**config.mk**
```make
export PLATFORM = sky130hd
export DESIGN_NAME = sprk_ctrl
export DESIGN_NICKNAME = d
export VERILOG_FILES = /design/src/sprk_pkg.sv /design/src/sprk_ctrl.sv
export SDC_FILE = /design/constraint.sdc
export NUM_CORES = 1
export LEC_CHECK = 0
export ABC_AREA = 1
export BUFFER_PORTS_ARGS = -buffer_cell sky130_fd_sc_hd__buf_2
export CAP_MARGIN = 20
export CELL_PAD_IN_SITES_DETAIL_PLACEMENT = 1
export CELL_PAD_IN_SITES_GLOBAL_PLACEMENT = 1
export CORE_UTILIZATION = 34
export CTS_CLUSTER_SIZE = 24
export DETAILED_ROUTE_END_ITERATION = 12
export PLACE_DENSITY = 0.85
export SLEW_MARGIN = 0
export SYNTH_ARGS = -nofsm -noshare
export SYNTH_HDL_FRONTEND = slang
export SYNTH_SLANG_ARGS = --single-unit
```
**constraint.sdc**
```tcl
create_clock -name i_clk -period 1.8 [get_ports i_clk]
set_input_delay 0.45 -clock i_clk [delete_from_list [all_inputs] [get_ports i_clk]]
set_output_delay 0.45 -clock i_clk [all_outputs]
set_load 0.02 [all_outputs]
```
**src/sprk_pkg.sv**
```systemverilog
package sprk_pkg;

    localparam int OP_W            = 2;
    localparam int KEY_IN_W        = 32;
    localparam int ID_W            = 10;
    localparam int PAIR_W          = 2 * ID_W;
    localparam int POS_W           = 10;
    localparam int STATUS_W        = 2;
    localparam int TOTAL_W         = 11;
    localparam int DEF_TABLE_DEPTH = 1024;
    localparam int DEF_KEY_WIDTH   = 32;

    typedef enum logic [OP_W-1:0] {
        OP_INSERT = 2'd0,
        OP_REKEY  = 2'd1,
        OP_POP    = 2'd2,
        OP_REMOVE = 2'd3
    } t_op;

    typedef enum logic [STATUS_W-1:0] {
        ST_OK    = 2'd0,
        ST_FULL  = 2'd1,
        ST_EMPTY = 2'd2,
        ST_RANGE = 2'd3
    } t_status;

    typedef enum logic [2:0] {
        RD_NONE   = 3'd0,
        RD_LAST   = 3'd1,
        RD_POS    = 3'd2,
        RD_POSINC = 3'd3,
        RD_PREV   = 3'd4,
        RD_NEXT   = 3'd5
    } t_rd_sel;

    typedef enum logic [1:0] {
        WR_NONE = 2'd0,
        WR_UP   = 2'd1,
        WR_DOWN = 2'd2,
        WR_NEW  = 2'd3
    } t_wr_sel;

    typedef enum logic [2:0] {
        IDX_HOLD   = 3'd0,
        IDX_LAST   = 3'd1,
        IDX_ZERO   = 3'd2,
        IDX_DEC    = 3'd3,
        IDX_INC    = 3'd4,
        IDX_POSINC = 3'd5
    } t_idx_op;

    typedef enum logic [1:0] {
        FILL_HOLD = 2'd0,
        FILL_INC  = 2'd1,
        FILL_DEC  = 2'd2
    } t_fill_op;

    typedef enum logic [1:0] {
        RES_HOLD  = 2'd0,
        RES_ERR   = 2'd1,
        RES_PLACE = 2'd2,
        RES_TAKE  = 2'd3
    } t_res_op;

    typedef struct packed {
        logic     load;
        t_rd_sel  rd_sel;
        t_wr_sel  wr_sel;
        t_idx_op  idx_op;
        t_fill_op fill_op;
        t_res_op  res_op;
        t_status  err_code;
        logic     to_insert;
        logic     publish;
    } t_cmd;

    typedef struct packed {
        t_op  op;
        logic full;
        logic fill_zero;
        logic pos_bad;
        logic pos_last;
        logic greater;
        logic idx_zero;
        logic idx_last;
    } t_stat;

endpackage

```
**src/sprk_ctrl.sv**
```systemverilog
module sprk_ctrl import sprk_pkg::*; (
    input  logic  i_clk,
    input  logic  i_rst_n,
    input  logic  i_in_valid,
    output logic  o_in_ready,
    input  logic  i_out_ready,
    output logic  o_out_valid,
    input  t_stat i_stat,
    output t_cmd  o_cmd
);

    typedef enum logic [7:0] {
        S_IDLE   = 8'b0000_0001,
        S_DECODE = 8'b0000_0010,
        S_SCMP   = 8'b0000_0100,
        S_PLACE  = 8'b0000_1000,
        S_POPD   = 8'b0001_0000,
        S_RMD    = 8'b0010_0000,
        S_SHL    = 8'b0100_0000,
        S_FINISH = 8'b1000_0000
    } t_state;

    t_state r_state;
    t_state n_state;
    logic   r_out_valid;
    t_cmd   cmd;

    always_comb begin
        n_state = r_state;
        cmd     = '0;
        case (r_state)
            S_IDLE: begin
                if (i_in_valid) begin
                    cmd.load = 1'b1;
                    n_state  = S_DECODE;
                end
            end
            S_DECODE: begin
                case (i_stat.op)
                    OP_INSERT: begin
                        if (i_stat.full) begin
                            cmd.res_op   = RES_ERR;
                            cmd.err_code = ST_FULL;
                            n_state      = S_FINISH;
                        end else if (i_stat.fill_zero) begin
                            cmd.idx_op = IDX_ZERO;
                            n_state    = S_PLACE;
                        end else begin
                            cmd.rd_sel = RD_LAST;
                            cmd.idx_op = IDX_LAST;
                            n_state    = S_SCMP;
                        end
                    end
                    OP_POP: begin
                        if (i_stat.fill_zero) begin
                            cmd.res_op   = RES_ERR;
                            cmd.err_code = ST_EMPTY;
                            n_state      = S_FINISH;
                        end else begin
                            cmd.rd_sel = RD_LAST;
                            n_state    = S_POPD;
                        end
                    end
                    OP_REKEY, OP_REMOVE: begin
                        if (i_stat.pos_bad) begin
                            cmd.res_op   = RES_ERR;
                            cmd.err_code = ST_RANGE;
                            n_state      = S_FINISH;
                        end else begin
                            cmd.rd_sel = RD_POS;
                            n_state    = S_RMD;
                        end
                    end
                    default: begin
                        n_state = S_IDLE;
                    end
                endcase
            end
            S_SCMP: begin
                if (i_stat.greater) begin
                    cmd.idx_op = IDX_INC;
                    n_state    = S_PLACE;
                end else if (i_stat.idx_zero) begin
                    cmd.wr_sel = WR_UP;
                    n_state    = S_PLACE;
                end else begin
                    cmd.wr_sel = WR_UP;
                    cmd.rd_sel = RD_PREV;
                    cmd.idx_op = IDX_DEC;
                end
            end
            S_PLACE: begin
                cmd.wr_sel  = WR_NEW;
                cmd.fill_op = FILL_INC;
                cmd.res_op  = RES_PLACE;
                n_state     = S_FINISH;
            end
            S_POPD: begin
                cmd.res_op  = RES_TAKE;
                cmd.fill_op = FILL_DEC;
                n_state     = S_FINISH;
            end
            S_RMD: begin
                cmd.res_op = RES_TAKE;
                if (i_stat.pos_last) begin
                    cmd.fill_op = FILL_DEC;
                    if (i_stat.op == OP_REKEY) begin
                        cmd.to_insert = 1'b1;
                        n_state       = S_DECODE;
                    end else begin
                        n_state = S_FINISH;
                    end
                end else begin
                    cmd.rd_sel = RD_POSINC;
                    cmd.idx_op = IDX_POSINC;
                    n_state    = S_SHL;
                end
            end
            S_SHL: begin
                cmd.wr_sel = WR_DOWN;
                if (i_stat.idx_last) begin
                    cmd.fill_op = FILL_DEC;
                    if (i_stat.op == OP_REKEY) begin
                        cmd.to_insert = 1'b1;
                        n_state       = S_DECODE;
                    end else begin
                        n_state = S_FINISH;
                    end
                end else begin
                    cmd.rd_sel = RD_NEXT;
                    cmd.idx_op = IDX_INC;
                end
            end
            S_FINISH: begin
                if (!r_out_valid || i_out_ready) begin
                    cmd.publish = 1'b1;
                    n_state     = S_IDLE;
                end
            end
            default: begin
                n_state = S_IDLE;
            end
        endcase
    end

    always_ff @(posedge i_clk) begin
        if (!i_rst_n) begin
            r_state     <= S_IDLE;
            r_out_valid <= 1'b0;
        end else begin
            r_state <= n_state;
            if (cmd.publish) begin
                r_out_valid <= 1'b1;
            end else if (i_out_ready) begin
                r_out_valid <= 1'b0;
            end
        end
    end

    assign o_cmd       = cmd;
    assign o_in_ready  = (r_state == S_IDLE);
    assign o_out_valid = r_out_valid;

`ifndef SYNTH
    a_publish_free: assert property (@(posedge i_clk) disable iff (!i_rst_n)
        cmd.publish |-> (!r_out_valid || i_out_ready))
        else $error("result overwrote a beat not yet taken");
    a_accept_decode: assert property (@(posedge i_clk) disable iff (!i_rst_n)
        (i_in_valid && o_in_ready) |=> (r_state == S_DECODE))
        else $error("accepted beat not decoded");
    a_out_from_finish: assert property (@(posedge i_clk) disable iff (!i_rst_n)
        $rose(r_out_valid) |-> $past(r_state == S_FINISH))
        else $error("result raised outside finish");
`endif

endmodule

```
### Word level (Yosys, flattened, before mapping)

Index checks and enable logic that the tools add are counted.

| operators by class | value |
|---|---|
| equal/unequal tests | 15 |
| multiplexer cells | 50 |
| reductions and logical operators | 8 |

Operator list:

| cell | count |
|---|---|
| 8-bit two-way mux | 10 |
| 8-bit one-hot mux with 7 select lines | 1 |
| 3-bit two-way mux | 8 |
| 3-bit one-hot mux with 4 select lines | 2 |
| 8-bit one-hot mux with 3 select lines | 1 |
| 2-bit two-way mux | 9 |
| 2-bit one-hot mux with 3 select lines | 2 |
| 4-bit one-hot mux with 3 select lines | 1 |
| 1-bit two-way mux | 11 |
| 3-bit one-hot mux with 3 select lines | 1 |
| 8-bit by 1-bit equality test with 1-bit output (second input constant) | 1 |
| 8-bit by 2-bit equality test with 1-bit output (second input constant) | 1 |
| 8-bit by 3-bit equality test with 1-bit output (second input constant) | 1 |
| 8-bit by 4-bit equality test with 1-bit output (second input constant) | 1 |
| 8-bit by 5-bit equality test with 1-bit output (second input constant) | 1 |
| 8-bit by 6-bit equality test with 1-bit output (second input constant) | 1 |
| 8-bit by 7-bit equality test with 1-bit output (second input constant) | 1 |
| 8-bit equality test (second input constant) | 1 |
| 2-bit one-hot mux with 4 select lines | 1 |
| 2-bit inequality test (second input constant) | 3 |
| 2-bit OR reduction | 3 |
| 5-bit two-way mux | 1 |
| 2-bit equality test (second input constant) | 2 |
| 4-bit two-way mux | 1 |
| other kinds (8) | 8 |

| storage, ports and cells | value |
|---|---|
| flip-flop bits (word level) | 9 |
| logic and storage cells | 75 |

### Depth between registers and ports, before layout

Gate-level depths: netlist of the first run.

| logic depth | value |
|---|---|
| word-level depth | 5 |
| mapped depth | 9 |

### Least setup slack after synthesis of the first run

Ideal clock, no wire load.

| path | value |
|---|---|
| path kind | reg-to-output |
| start | register r_state[5] |
| end | output port o_cmd[1] (netlist bit) |
| arrival | 1347 ps |
| slack | 3 ps |
| cell stages (with the launch flop) | 8 |
| buffers on the path | 0 |
| cell sequence | dfxtp_1 inv_2 nand2_4 nor2_2 nand2_2 inv_2 nand2_1 a21boi_0 |

RTL lines:

| item | RTL line | source |
|---|---|---|
| start, declared | sprk_ctrl.sv:23 | `t_state r_state;` |
| start signal, assigned | sprk_ctrl.sv:151 | `r_state <= n_state;` |
| end, declared | sprk_ctrl.sv:9 | `output t_cmd o_cmd` |

==> flow_summary.yaml, run 1 <==
status:
  status: "complete, but fails checks"
  violations: "negative setup slack"
global_routing:
  antenna_found_initial: 0
  grt_overflow_total: 0
  grt_pass1_wl_mm: 5.47
  grt_pass1_vias: 1183
  grt_max_degree: 9
  grt_use_total_pct: 28.6
cts:
  cts_hold_buf: 0
  cts.sinks: 9
  clockBufferDepth: 2
  clkLatencyLatePin_ps: 270
  root_buffer: "clkbuf_4"
  htreeDepth: 1
  cts_buffers: 3
  clk_pin_slew_ps: 60
  cts_tree: "built"
route:
  num_vias: 1261
  postRouteAntennaNets: 0
  dr.pass1.iters: 4
  drc: 0
  routed_wirelength_mm: 4.88
  drtIter0Drc: 22
  viasPerCell: 5.46
  post_drt_wl_per_cell_microns: 21.1
synthesis:
  synthCells: 141
  ys.warnings.count: 0
  syn_avg_cell_area_sq_um: 6.05
  ys_types: 20
  syn-cell-area_sq_um: 853
  yosysSeqAreaShare_pct: 21.1
  syn_nets: 154
  ys_ff_latch: 9
timing:
  drv_slew: 0
  setup_viol: 16
  fin_crit_ps: 2060
  fin_ws_ps: -256
  fin_worst_skew_ps: 3.08
  max-slew-margin-rel_pct: 79.3
  whs_ps: 397
  fmax_mhz: 486
  fin_crit_sh_pct: 114
  worst_slew_pin_slew_ps: 311
  rsz0062_at_grt: "true"
  tns_ps: -2670
  hold_viol_final: 0
critical_path:
  end_kind: "output pin"
  reg2reg_slack_ps: 210
  cp.arrival_ps: 1610
  worstPathRequired_ps: 1350
  cp_max_fo: 5
  startpoint_type: "register"
  crit_start: "r_state[0]"
  reg2regPathDepth: 11
  crit_type: "register to output pin"
  timing.rr.end: "r_state[7]"
  r2r_start: "r_state[1]"
  crit_end: "o_cmd[14]"
placed_design:
  port_buffers: 31
  dpl.hpwl_mm: 2.27
  place_ws_ps: 36.2
  gp_congestion: 0.766
  placed_area_sq_um: 1060
cells_and_area:
  syn_to_final_growth_pct: 84.2
  diodes: 0
  drive_gt1_share_pct: 64.5
  design_area_sq_um: 1570
  utilization_pct: 68.4
  nets: 217
hold_path:
  hold_path.class: "input port to register"
  min_from: "i_rst_n"
floorplan:
  die_height_microns: 52.1
  pin_count: 32
  die-area_sq_um: 2710
  start_util_pct: 37.1
  num_rows: 17
  die_x_microns: 52.1
  core_sq_um: 2300
power:
  p_int_w: 0.000496
  swShare_pct: 42.4
  combPwrFrac_pct: 54.2
  seqPwrFrac_pct: 26.3
  power_switching_w: 0.000366
  power_density_nw_per_um2: 548
  p_leak_nw: 0.895
  pwr-share-clk_pct: 19.5
  peakVddDrop_mv: 0.418
job:
  drv_cap: 0
## power groups by stage
stage / clock, W / combinational, W / sequential (W)
global placement: 0 / 0.000260 / 0.000223
floorplan: 0 / 0.000188 / 0.000222
detailed placement: 0 / 0.000266 / 0.000224
CTS: 0.000161 / 0.000332 / 0.000220
finish: 0.000168 / 0.000467 / 0.000227
global route: 0.000180 / 0.000482 / 0.000226
## sequential cells by signal (all words and copies together) (netlist names)
register / cells
r_state: 8
o_out_valid: 1
## routing by layer
| layer | share of wire (%) | vias to the layer above | track usage [%] |
|---|---|---|---|
| met2 | 53 | 75 | 55.1 |
| li1 | - | 556 | - |
| met3 | 5.9 | 28 | 5.85 |
| met1 | 35 | 602 | 28.4 |
| met4 | 5.3 | 0 | 13.5 |
| met5 | 0 | - | 0 |
## worst min-delay path by stage
stage	to	slack, ps	depth (start not counted)
2_1_floorplan	r_state[0]	530	1
3_3_place_gp	o_out_valid	570	4
3_5_place_dp	o_out_valid	600	4
4_1_cts	r_state[0]	400	2
5_1_grt	r_state[0]	400	2
6_report	r_state[0]	400	2
## synth_stat cells
cell      count  share of area [%]
a21boi_0      1               0.88
nand2_4       5                6.6
nand2_2       6                4.4
nor2_4        1                1.3
o211ai_1      1               0.88
nand2_1      33                 15
dfxtp_1       9                 21
nor2_2        7                5.1
a21oi_1       3                1.8
nor2_8        2                4.7
or2_1         1               0.73
nor4_1        1               0.73
inv_2        11                4.8
nand3b_4      1                2.3
inv_1        15                6.6
nand3_1      19                 11
nor2_1       22                9.7
nand3b_1      1               0.88
nand3_2       1                1.2
o21ai_0       1               0.59
## layout by cell type, fill, tap and decap left out, types with 3 or more instances in the layout
cell type  instances
nand3_1           12
nand2_4           12
nor2_4             7
clkbuf_4           3
buf_2             14
buf_4             27
inv_1             12
inv_2             12
dfxtp_2            8
buf_6             16
nand2_1           24
nand3_2            6
nor2_1            18
nor2_2             5
nand2_2            8
## cell families after synthesis
family                 count (synthesis)  synth area share [%]
DFF                                    9                  21.1
AOI/OAI and AO/OA                      6                  4.11
buffers and inverters                 26                  11.4
and+or+nand+nor                      100                  63.3
## stage by stage
step | std cells | power (W)
final | 231 | 0.000862
after CTS | 216 | 0.000713
after detailed placement | 202 | 0.000489
after floorplan | 141 | 0.000410
after global routing | 231 | 0.000888
after global placement | 202 | 0.000483
## layout make-up
type,count,area (sq um)
clock buffer,4,26.3
fill,281,726
inverter,26,103
multi-input combinational,106,744
sequential,9,190
tap,28,35.0
timing repair buffer,58,473
## worst max-delay path, cell delays in order (launching register included)
cell and delay (ps):
dfxtp_2 340, inv_2 110, nand2_1 140, nor2_4 150, nand2_4 100, inv_4 90, buf_4 100, nand3_2 90
nand2_1 90, buf_6 110
## what timing repair did
action,4_1_cts,5_1_grt
resized for setup,56,32
endpoints found under the setup margin,14,18
hold endpoints to repair,0,0
setup buffers,10,15
pin swaps,11,15
Note: power is estimated with default switching activity, not from simulation.
==> run 2: changes to the inputs <==
--- a/config.mk
+++ b/config.mk
@@ -13,7 +13,8 @@
 export CORE_UTILIZATION = 34
 export CTS_CLUSTER_SIZE = 24
 export DETAILED_ROUTE_END_ITERATION = 12
-export PLACE_DENSITY = 0.85
+export GPL_ROUTABILITY_DRIVEN = 0
+export PLACE_DENSITY_LB_ADDON = 0.1
 export SLEW_MARGIN = 0
 export SYNTH_ARGS = -nofsm -noshare
 export SYNTH_HDL_FRONTEND = slang
==> run 2 against run 1 <==
Net effect: via count grew 2.9%; clock power increased by 13%; critical path depth fell by 1; sequential share of layout area down 0.077 points; the run still ends with negative setup slack left; hold slack got worse by 25 ps; die area unchanged; maximum frequency up 1.4%; critical path type unchanged; combinational power increased by 4%.
==> flow_summary.yaml, run 2 (synthesized netlist as in run 1, its figures left out) <==
critical_path:
  reg2regPathDepth: 12
  reg2reg_slack_ps: 40
  end_kind: "output pin"
  crit_type: "register to output pin"
  cp.arrival_ps: 1580
  cp_max_fo: 5
  r2r_start: "r_state[0]"
  timing.rr.end: "r_state[7]"
  worstPathRequired_ps: 1350
  startpoint_type: "register"
cells_and_area:
  drive_gt1_share_pct: 63.8
  multiInputGateArea_sq_um: 728
  nets: 221
  regArea_sq_um: 190
  syn_to_final_growth_pct: 85.3
  largest_reg_flops: 8
  top_register: "r_state"
  final_cell_mix: "34 x buf_4, 25 x nand2_1, 18 x nor2_1, 14 x nand3_1, 14 x buf_2"
  utilization_pct: 68.8
  layout_commonest_cell: "buf_4"
  nFillCells: 277
floorplan:
  die_x_microns: 52.1
  start_util_pct: 37.1
  core_sq_um: 2300
  num_rows: 17
  pin_count: 32
  die-area_sq_um: 2710
  die_height_microns: 52.1
global_routing:
  grt_overflow_total: 0
  grt_pass1_wl_mm: 5.40
  grt_max_degree: 9
  grt_pass1_vias: 1174
  grt_use_total_pct: 28.2
  antenna_found_initial: 1
route:
  num_vias: 1298
  postRouteAntennaNets: 0
  wl_met3_microns: 335
  post_drt_wl_per_cell_microns: 22.0
  dr.pass1.iters: 4
  drtIter0Drc: 27
  wl_met2_mm: 2.54
  topRoutingLayerUsed: "met4"
  routed_wirelength_mm: 5.20
  drc: 0
  viasPerCell: 5.50
  wl_met1_mm: 1.89
cts:
  clkLatencyLatePin_ps: 290
  cts_buffers: 3
  cts_hold_buf: 0
  clk_pin_slew_ps: 70
  cts.sinks: 9
  root_buffer: "clkbuf_4"
  cts_tree: "built"
  clockBufferDepth: 2
  htreeDepth: 1
status:
  status: "complete, but fails checks"
  violations: "negative setup slack"
timing:
  fin_ws_ps: -227
  rsz0062_at_grt: "true"
  fmax_mhz: 493
  fin_crit_sh_pct: 113
  fin_crit_ps: 2030
  worst_slew_pin_slew_ps: 472
  fin_worst_skew_ps: 4.40
  setup_viol: 18
  tns_ps: -2830
  drv_slew: 0
  max-slew-margin-rel_pct: 68.2
  hold_viol_final: 0
  whs_ps: 372
hold_path:
  min_to: "r_state[0]"
  min_from: "i_rst_n"
  min_path_cells: 2
  hold_path.class: "input port to register"
placed_design:
  dpl.hpwl_mm: 2.14
  port_buffers: 31
power:
  p_leak_nw: 0.902
  power_density_nw_per_um2: 567
  peakVddDrop_mv: 0.444
job:
  drv_cap: 0
run 2: per-stage QoR:
stage | setup WS [ps] | instance area, sq um | cells | total power (W)
2_1_floorplan | 2.77 | 853 | 141 | 0.000410
3_3_place_gp | 16.9 | 1060 | 202 | 0.000475
3_5_place_dp | 24.4 | 1060 | 202 | 0.000480
4_1_cts | -113 | 1390 | 225 | 0.000718
5_1_grt | -322 | 1580 | 235 | 0.000924
6_report | -227 | 1580 | 236 | 0.000897
run 2: power by group:
group          switching, W  total (W)  internal [W]
logic              0.000276   0.000485      0.000209
clock network      0.000102   0.000189     0.0000866
registers         0.0000103   0.000224      0.000213
run 2: what timing repair did:
action	in CTS	in global routing
gates cloned	0	0
setup endpoints to repair	12	18
setup buffers	19	10
gates resized for setup	50	34
pin swaps	14	13
endpoints found under the hold margin	0	0
run 2: worst max path at each step:
stage | start | end | cells past startpoint
floorplan | r_state[5] | o_cmd[1] | 7
global placement | i_stat[8] | o_cmd[8] | 9
detailed placement | i_stat[8] | o_cmd[8] | 9
CTS | r_state[6] | o_cmd[13] | 7
global route | r_state[2] | o_cmd[0] | 4
finish | r_state[0] | o_cmd[1] | 8
run 2: layout make-up:
class	count	area share, %
multi-input cells	106	46.0
well taps	28	2.22
clock buffers	4	1.66
diodes	1	0.158
flip-flops and latches	9	12.0
inverters	26	6.80
repair buffers	62	31.1
run 2: worst max-delay path, cell delays in order, from the launching register on:
cell and delay (ps):
dfxtp_2 330, inv_2 100, nand2_4 100, nor2_8 190, nand2_4 100, inv_4 90, nand3_4 80, a21boi_2 160
buf_6 130
run 2: routing by layer:
metal	global-route usage, %	up-vias
met5	0	-
met2	54.9	85
met1	30.1	608
met4	5.86	0
met3	6.43	41
li1	-	564
==> run 3: changes to the inputs <==
--- a/config.mk
+++ b/config.mk
@@ -10,11 +10,12 @@
 export CAP_MARGIN = 20
 export CELL_PAD_IN_SITES_DETAIL_PLACEMENT = 1
 export CELL_PAD_IN_SITES_GLOBAL_PLACEMENT = 1
+export CORE_ASPECT_RATIO = 0.9
 export CORE_UTILIZATION = 34
 export CTS_CLUSTER_SIZE = 24
 export DETAILED_ROUTE_END_ITERATION = 12
 export GPL_ROUTABILITY_DRIVEN = 0
-export PLACE_DENSITY_LB_ADDON = 0.1
+export PLACE_DENSITY = 0.87
 export SLEW_MARGIN = 0
 export SYNTH_ARGS = -nofsm -noshare
 export SYNTH_HDL_FRONTEND = slang
==> run 3 against run 2 <==
Net effect: the flow now stops in 5_1_grt; synthesized area unchanged; synthesized cell count unchanged.
==> flow_summary.yaml, run 3 <==
synthesis:
  synth.area.top_cells: "dfxtp_1 21%, nand2_1 15%, nand3_1 11%"
  synth.most_common_cell: "nand2_1"
  ys_ff_latch: 9
  synth_edf_count: 0
  ys_async_sr_fraction_pct: 0
  syn_nets: 154
  ys.warnings.count: 0
  synth_top_cells_by_count: "33 x nand2_1, 22 x nor2_1, 19 x nand3_1, 15 x inv_1, 11 x inv_2"
  yosysTopAreaCell: "dfxtp_1"
  ys_types: 20
  synth-main-ff-cell: "dfxtp_1"
  syn-cell-area_sq_um: 853
  synthCells: 141
  synth_top_area_share_pct: 21.1
  syn_avg_cell_area_sq_um: 6.05
  yosysSeqAreaShare_pct: 21.1
cts:
  cts_hold_buf: 0
  cts.sinks: 9
  htreeDepth: 1
  clockBufferDepth: 2
  root_buffer: "clkbuf_4"
  cts_buffers: 3
floorplan:
  num_rows: 16
  die_x_microns: 54.8
  pin_count: 32
  die_height_microns: 49.5
  start_util_pct: 37.7
status:
  tool.error: "[ERROR DPL-0033] detailed placement checks failed during check placement."
  status: "aborted with a tool error"
  lastStage: "5_1_grt"
timing:
  crit_endpoint: "o_cmd[13]"
  worst-ep-kind: "output port"
placed_design:
  dpl.hpwl_mm: 2.33
  port_buffers: 31
  place_ws_ps: 39.4
global_routing:
  antenna_found_initial: 0
  grt_max_degree: 9
==> run 3: cell counts after synthesis <==
No cell type changed its count.
==> run 3: timing repair <==
action,CTS
gates cloned,0
resized for setup,58
endpoints found under the setup margin,16
pin swaps,9
buffers inserted,11
==> run 3: logic make-up after synthesis <==
logic type	share of synthesized area (%)
DFF	21.1
buffers and inverters	11.4
AOI/OAI and AO/OA	4.11
and+or+nand+nor	63.3
==> run 3: per-stage QoR <==
step	instance area [sq um]	std cells	utilization [%]	hold WS (ps)	TNS, ps
4_1_cts	1360	217	60.2	370	-1210
3_5_place_dp	1060	202	47.1	590	0
3_3_place_gp	1060	202	47.1	573	0
2_1_floorplan	853	141	-	534	0
==> run 4: changes to the inputs <==
--- a/config.mk
+++ b/config.mk
@@ -8,14 +8,11 @@
 export ABC_AREA = 1
 export BUFFER_PORTS_ARGS = -buffer_cell sky130_fd_sc_hd__buf_2
 export CAP_MARGIN = 20
-export CELL_PAD_IN_SITES_DETAIL_PLACEMENT = 1
-export CELL_PAD_IN_SITES_GLOBAL_PLACEMENT = 1
-export CORE_ASPECT_RATIO = 0.9
-export CORE_UTILIZATION = 34
-export CTS_CLUSTER_SIZE = 24
+export CORE_AREA = 2 2 63 65
 export DETAILED_ROUTE_END_ITERATION = 12
+export DIE_AREA = 0 0 65 67
 export GPL_ROUTABILITY_DRIVEN = 0
-export PLACE_DENSITY = 0.87
+export PLACE_DENSITY_LB_ADDON = 0.15
 export SLEW_MARGIN = 0
 export SYNTH_ARGS = -nofsm -noshare
 export SYNTH_HDL_FRONTEND = slang
==> run 4 against run 3 <==
Net effect: the flow now finishes, with violations (negative setup slack).
==> flow_summary.yaml, run 4 (synthesized netlist as in run 1, its figures left out) <==
route:
  routed_wirelength_mm: 2.68
  post_drt_wl_per_cell_microns: 11.0
  drc: 0
  viasPerCell: 4.33
  drtIter0Drc: 26
  num_vias: 1052
  postRouteAntennaNets: 0
  dr.pass1.iters: 4
placed_design:
  port_buffers: 31
  dp.cells: 222
  dpl.hpwl_mm: 2.08
critical_path:
  crit_type: "register to output pin"
  worstPathRequired_ps: 1350
  cp_cell_sequence: "inv_2 -> nand2_4 -> nor2_8 -> nand2_4 -> inv_4 -> nand3_2 -> a21boi_2 -> buf_6"
  path_buf_inv: 3
  cp.arrival_ps: 1480
  crit_top_cell: "nand2_4"
  slowest_delay_ps: 320
  reg2reg_slack_ps: 370
  cp_slowest_cell: "dfxtp_2"
  cp_max_fo: 5
  end_kind: "output pin"
  startpoint_type: "register"
  crit_family: "simple AND/OR/NAND/NOR gates"
power:
  combPwrFrac_pct: 45.2
  peakVddDrop_mv: 0.235
  power_switching_w: 0.000292
  swShare_pct: 35.5
  p_int_w: 0.000531
  power_w: 0.000823
  power_density_nw_per_um2: 547
  p_leak_nw: 0.830
  pwr-share-clk_pct: 28.0
  seqPwrFrac_pct: 26.9
cells_and_area:
  final_cell_mix: "25 x nand2_1, 23 x buf_4, 18 x nor2_1, 14 x buf_2, 13 x nand3_1"
  instances_no_fill: 243
  nets: 209
  diodes: 0
  top_register: "r_state"
  drive_gt1_share_pct: 62.1
  layout_commonest_cell: "nand2_1"
  syn_to_final_growth_pct: 76.4
  largest_reg_flops: 8
  nFillCells: 372
cts:
  clkLatencyLatePin_ps: 230
  clockBufferDepth: 2
  cts.sinks: 9
  clk_pin_slew_ps: 40
  cts_tree: "built"
  root_buffer: "clkbuf_8"
  htreeDepth: 1
  cts_buffers: 3
timing:
  fmax_mhz: 519
  fin_ws_ps: -125
  hold_viol_final: 0
  setup_viol: 9
  max-slew-margin-rel_pct: 75.6
  fin_worst_skew_ps: 0.419
  fin_crit_ps: 1930
  fin_crit_sh_pct: 107
  drv_slew: 0
  tns_ps: -335
  whs_ps: 430
  worst_slew_pin_slew_ps: 365
  rsz0062_at_grt: "true"
global_routing:
  grt_overflow_total: 0
  grt_max_degree: 9
  antenna_found_initial: 0
  grt_use_total_pct: 13.0
  grt_pass1_vias: 1040
  grt_pass1_wl_mm: 4.33
floorplan:
  die_height_microns: 67
  num_rows: 22
  pin_count: 32
  die-area_sq_um: 4360
  start_util_pct: 23.7
  core_sq_um: 3610
  die_x_microns: 65
hold_path:
  hold_path.class: "input port to register"
job:
  drv_cap: 0
status:
  violations: "negative setup slack"
  status: "complete, but fails checks"
-- run 4: power by group through the flow --
stage | Sequential (W) | Combinational [W] | Clock [W]
floorplan | 0.000222 | 0.000188 | 0
global placement | 0.000223 | 0.000281 | 0
detailed placement | 0.000223 | 0.000280 | 0
CTS | 0.000220 | 0.000318 | 0.000238
global route | 0.000222 | 0.000406 | 0.000252
finish | 0.000221 | 0.000372 | 0.000230
-- run 4: cell type report --
class / count / area [sq um] / area share, %
Multi-Input combinational cell: 106 / 711 / 47.2
Timing Repair Buffer: 50 / 398 / 26.4
Sequential cell: 9 / 189 / 12.6
Inverter: 26 / 103 / 6.82
Tap cell: 48 / 60.1 / 3.99
Clock buffer: 4 / 45.0 / 2.99
-- run 4: per-layer routing --
layer  vias up  track usage [%]  share of wire, %
met5         -                0                 0
met4         0             5.85               3.7
met3         8             2.70               6.2
met2        34             24.5                50
met1       468             13.9                40
li1        542                -                 -
-- run 4: path summary, 6_finish.rpt --
check	to	start	cells past startpoint
worst max-delay path	o_cmd[1]	r_state[0]	8
worst min-delay path	r_state[0]	i_rst_n	2
worst max register to register	r_state[0]	r_state[0]	10
worst min register to register	o_out_valid	o_out_valid	4
-- run 4: metrics by stage --
step / util (%) / cell area, sq um / worst slack, ps
after floorplan: - / 853 / 2.77
after global placement: 30.0 / 1080 / 55.3
after detailed placement: 30.0 / 1080 / 45.8
after CTS: 36.2 / 1310 / -65.0
after global routing: 41.7 / 1510 / -191
final: 41.7 / 1510 / -125
-- run 4: repair_timing --
item | CTS | global route
pin swaps | 7 | 15
gates resized for setup | 37 | 39
endpoints found under the setup margin | 9 | 16
hold buffers | 0 | 0
buffers inserted | 8 | 9
